<file path="src/sv/rc4kc_ram.sv">
`timescale 1ns / 1ps

// Simple dual-port RAM: one write port, one read port with registered data.
// A read at the address being written returns the old contents.
module rc4kc_ram #(
  parameter int WIDTH = 8,
  parameter int DEPTH = 256
) (
  input  logic                     clk,
  input  logic                     we,
  input  logic [$clog2(DEPTH)-1:0] waddr,
  input  logic [WIDTH-1:0]         wdata,
  input  logic [$clog2(DEPTH)-1:0] raddr,
  output logic [WIDTH-1:0]         rdata
);

  logic [WIDTH-1:0] mem [DEPTH];

  always_ff @(posedge clk) begin
    if (we) begin
      mem[waddr] <= wdata;
    end
    rdata <= mem[raddr];
  end

endmodule

</file>
<file path="config.mk">
export PLATFORM = sky130hd
export DESIGN_NAME = rc4kc_ram
export DESIGN_NICKNAME = d
export VERILOG_FILES = /design/src/sv/rc4kc_ram.sv
export SDC_FILE = /design/constraint.sdc
export NUM_CORES = 2
export LEC_CHECK = 0
export ABC_AREA = 0
export BUFFER_PORTS_ARGS = -buffer_cell sky130_fd_sc_hd__buf_2
export CAP_MARGIN = 20
export CORE_UTILIZATION = 43
export DETAILED_ROUTE_END_ITERATION = 10
export PLACE_DENSITY = 0.59
export SLEW_MARGIN = 20
export SYNTH_ARGS = -nofsm -noshare
export SYNTH_HDL_FRONTEND = slang
export SYNTH_SLANG_ARGS = --single-unit
</file>
<file path="constraint.sdc">
create_clock -name clk -period 4.07 [get_ports clk]
set_input_delay 0 -clock clk [delete_from_list [all_inputs] [get_ports clk]]
set_output_delay 0 -clock clk [all_outputs]
set_load 0.05 [all_outputs]
</file>
==> metrics.yaml <==
outcome:
  status: "finished clean"
detailed_routing:
  firstDrtPassIters: 6
  antenna_left: 0
  routed_wl_mm: 200
  wl_per_cell_um: 30.5
  vias_per_cell: 5.90
  drt_iter0_markers: 4234
  drc: 0
  vias: 38700
final_layout:
  num-fill-cells: 14900
  final_cell_mix: "edfxtp_1 (2048), mux4_2 (454), nor2_1 (279), clkbuf_16 (206), buf_4 (139)"
  nNetsFinal: 3942
  area_growth_pct: 13.1
  drive_gt1_share_pct: 23.3
  mostFrequentLayoutCell: "edfxtp_1"
sta:
  rsz0062_at_grt: "false"
  timing.final.crit_share_pct: 76.6
  relSlewSlack_pct: 14.4
  setup_viol: 0
  fmax_mhz: 321
  finalSetupTns_ps: 0
  hold_ws_ps: 95.8
  hold_viol: 0
  final.setup_skew_ps: 57.2
  slew_viol_final: 0
  tightest_slew_ps: 1270
  period_minus_slack_ps: 3120
  setup_ws_ps: 951
floorplan:
  start_util_pct: 43.4
  core_area_um2: 183000
  die_height_um: 432
  io_pins: 34
  die_w_um: 432
  rows: 157
  die-area_um2: 187000
setup_path:
  slowest_stage: "nor3_1"
  reg2reg_slack_ps: 950
  cp.arrival_ps: 3750
  rr_startpoint: "mem[211][5]"
  cp.buffers_inverters: 0
  path_delay_family: "compound AO/OA/AOI/OAI gates"
  worstSetupPathType: "flop to flop"
  worstPathMaxFanout: 1
  max_stage_delay_ps: 850
  end_kind: "flop"
  reg2regPathDepth: 6
  worst_setup_path_start_kind: "flop"
  rr_endpoint: "rdata[5]"
  crit_chain: "mux4_2 -> a22o_1 -> a221oi_1 -> o32ai_1 -> nor3_1 -> nor4_1"
  cp.required_ps: 4700
global_route:
  grt_pass1_wl_mm: 289
  grt_start_max_net_pins: 177
  global_route.usage.met2_pct: 34.5
  antenna_found_initial: 10
  busiest_layer: "met2"
  grtUsageMet1_pct: 30.6
  grt_util_met3_pct: 3.73
  grt_use_total_pct: 21.6
  grt-ovfl-total: 0
  grt_pass1_vias: 39000
place:
  port-buffer-count: 33
  hpwl_mm: 124
  pre_cts_ws_ps: 438
  place_congestion: 0.883
cts:
  cts_made_buffers: 205
  cts_sinks: 2056
  htreeDepth: 4
  holdBufCountCts: 14
  cts_buffer_depth: 3
  cts_tree: "done"
  postCtsSetupBuffers: 0
  clk_pin_slew_worst_paths_ps: 60
  post_cts_resized: 0
  clk_latency_ps: 850
  cts_root_buf: "clkbuf_16"
power_and_ir_drop:
  leakagePower_nw: 27.7
  cellPowerDensity_nw_per_um2: 495
  peakVddDrop_v: 0.000353
synthesis:
  synth_edf_count: 2048
  yosys-top-cells-area: "edfxtp_1 (77%), mux4_2 (13%), mux2i_1 (1.7%), nor2_1 (1.3%), a22oi_1 (1.3%)"
  yosysTopAreaCell: "edfxtp_1"
  ys.flop_type: "edfxtp_1"
  yosys_warnings: 0
  yosys_register_bits: 2056
  synthArstFlopShare_pct: 0
  syn-num-nets: 3759
  synth_area_per_cell_um2: 21.3
  syn_area_um2: 79600
  ys_seq_area_share_pct: 77.5
  synthCells: 3733
  synth_top_area_share_pct: 77.3
  yosys.cell_types.count: 55
worst_hold_path:
  hp-start: "waddr[4]"
  hp-class: "input pin to flop"
  holdPathEnd: "mem[249][6]"
  whs_path_depth: 4
job:
  drv_cap: 0
[cell usage after synthesis, types with 8 or more instances]
cell / number
edfxtp_1: 2048
mux4_2: 454
nor2_1: 282
mux2i_1: 134
a22oi_1: 133
clkbuf_1: 111
a21oi_1: 96
o221ai_1: 46
nand3_1: 34
nand2_1: 33
buf_2: 31
nor2b_1: 31
o22ai_1: 28
buf_4: 27
nor4_1: 24
buf_1: 22
nor3_1: 22
buf_6: 21
a211oi_1: 16
a221oi_1: 13
buf_8: 13
nand4_1: 10
o211ai_1: 10
o21ai_0: 10
a22o_1: 8
buf_12: 8
dfxtp_1: 8
nand2b_1: 8
[metrics by stage]
stage,instances,cell area (um^2),power [mW],util [%]
after floorplan,3733,79600,25.0,-
after global placement,6158,83000,26.0,45.2
after detailed placement,6158,83000,26.0,45.2
after CTS,6547,89900,44.8,49.0
after global routing,6548,90000,45.7,49.0
final,6552,90000,44.6,49.0
[state kept, by name (all words and copies together) (netlist names)]
name and flops:
mem 2048, rdata 8
[cell type report]
type                            count  area (um^2)  share of cell area (%)
Clock inverter                    101         1310                    1.45
Clock buffer                      274         5460                    6.07
Sequential cell                  2056        61700                    68.5
Antenna cell                        4         10.0                  0.0111
Inverter                            2         7.51                 0.00834
Multi-Input combinational cell   1442        16500                    18.3
Timing Repair Buffer              209         1930                    2.15
Tap cell                         2464         3080                    3.43
[report_power, final]
group / leakage (nW) / internal (mW) / switching (mW)
logic: 5.93 / 0.740 / 1.45
registers: 18.5 / 23.3 / 0.0362
clock network: 3.26 / 10.9 / 8.12
[worst min-delay path: cells and delay by family]
family / cells / cell delay (ps)
buffers and inverters: 2 / 400
AND/OR/NAND/NOR: 2 / 300
[worst max path at each step]
stage | end | slack (ps) | cells after the start | startpoint
final | rdata[5] | 950 | 6 | mem[211][5]
after global placement | rdata[5] | 480 | 7 | raddr[1]
after CTS | rdata[5] | 880 | 6 | mem[211][5]
after floorplan | rdata[2] | 2130 | 9 | raddr[0]
after global routing | rdata[5] | 910 | 6 | mem[211][5]
after detailed placement | rdata[5] | 440 | 7 | raddr[1]
[per-layer routing]
metal | wire length, um | up-vias | part of all wire [%]
met3 | 13600 | 319 | 6.8
met1 | 84100 | 20800 | 42
met5 | 46 | - | 0.023
met4 | 5650 | 6 | 2.8
met2 | 96600 | 1449 | 48
li1 | - | 16100 | -
[kinds of logic after synthesis]
| logic type | Yosys count | share of synthesized area, % |
|---|---|---|
| AO/OA/AOI/OAI | 385 | 3.42 |
| buffers and inverters | 235 | 1.83 |
| flip-flops | 2056 | 77.5 |
| multiplexers | 591 | 14.6 |
| AND/OR/NAND/NOR | 466 | 2.63 |
No activity file was read; power rests on OpenSTA's default activity.
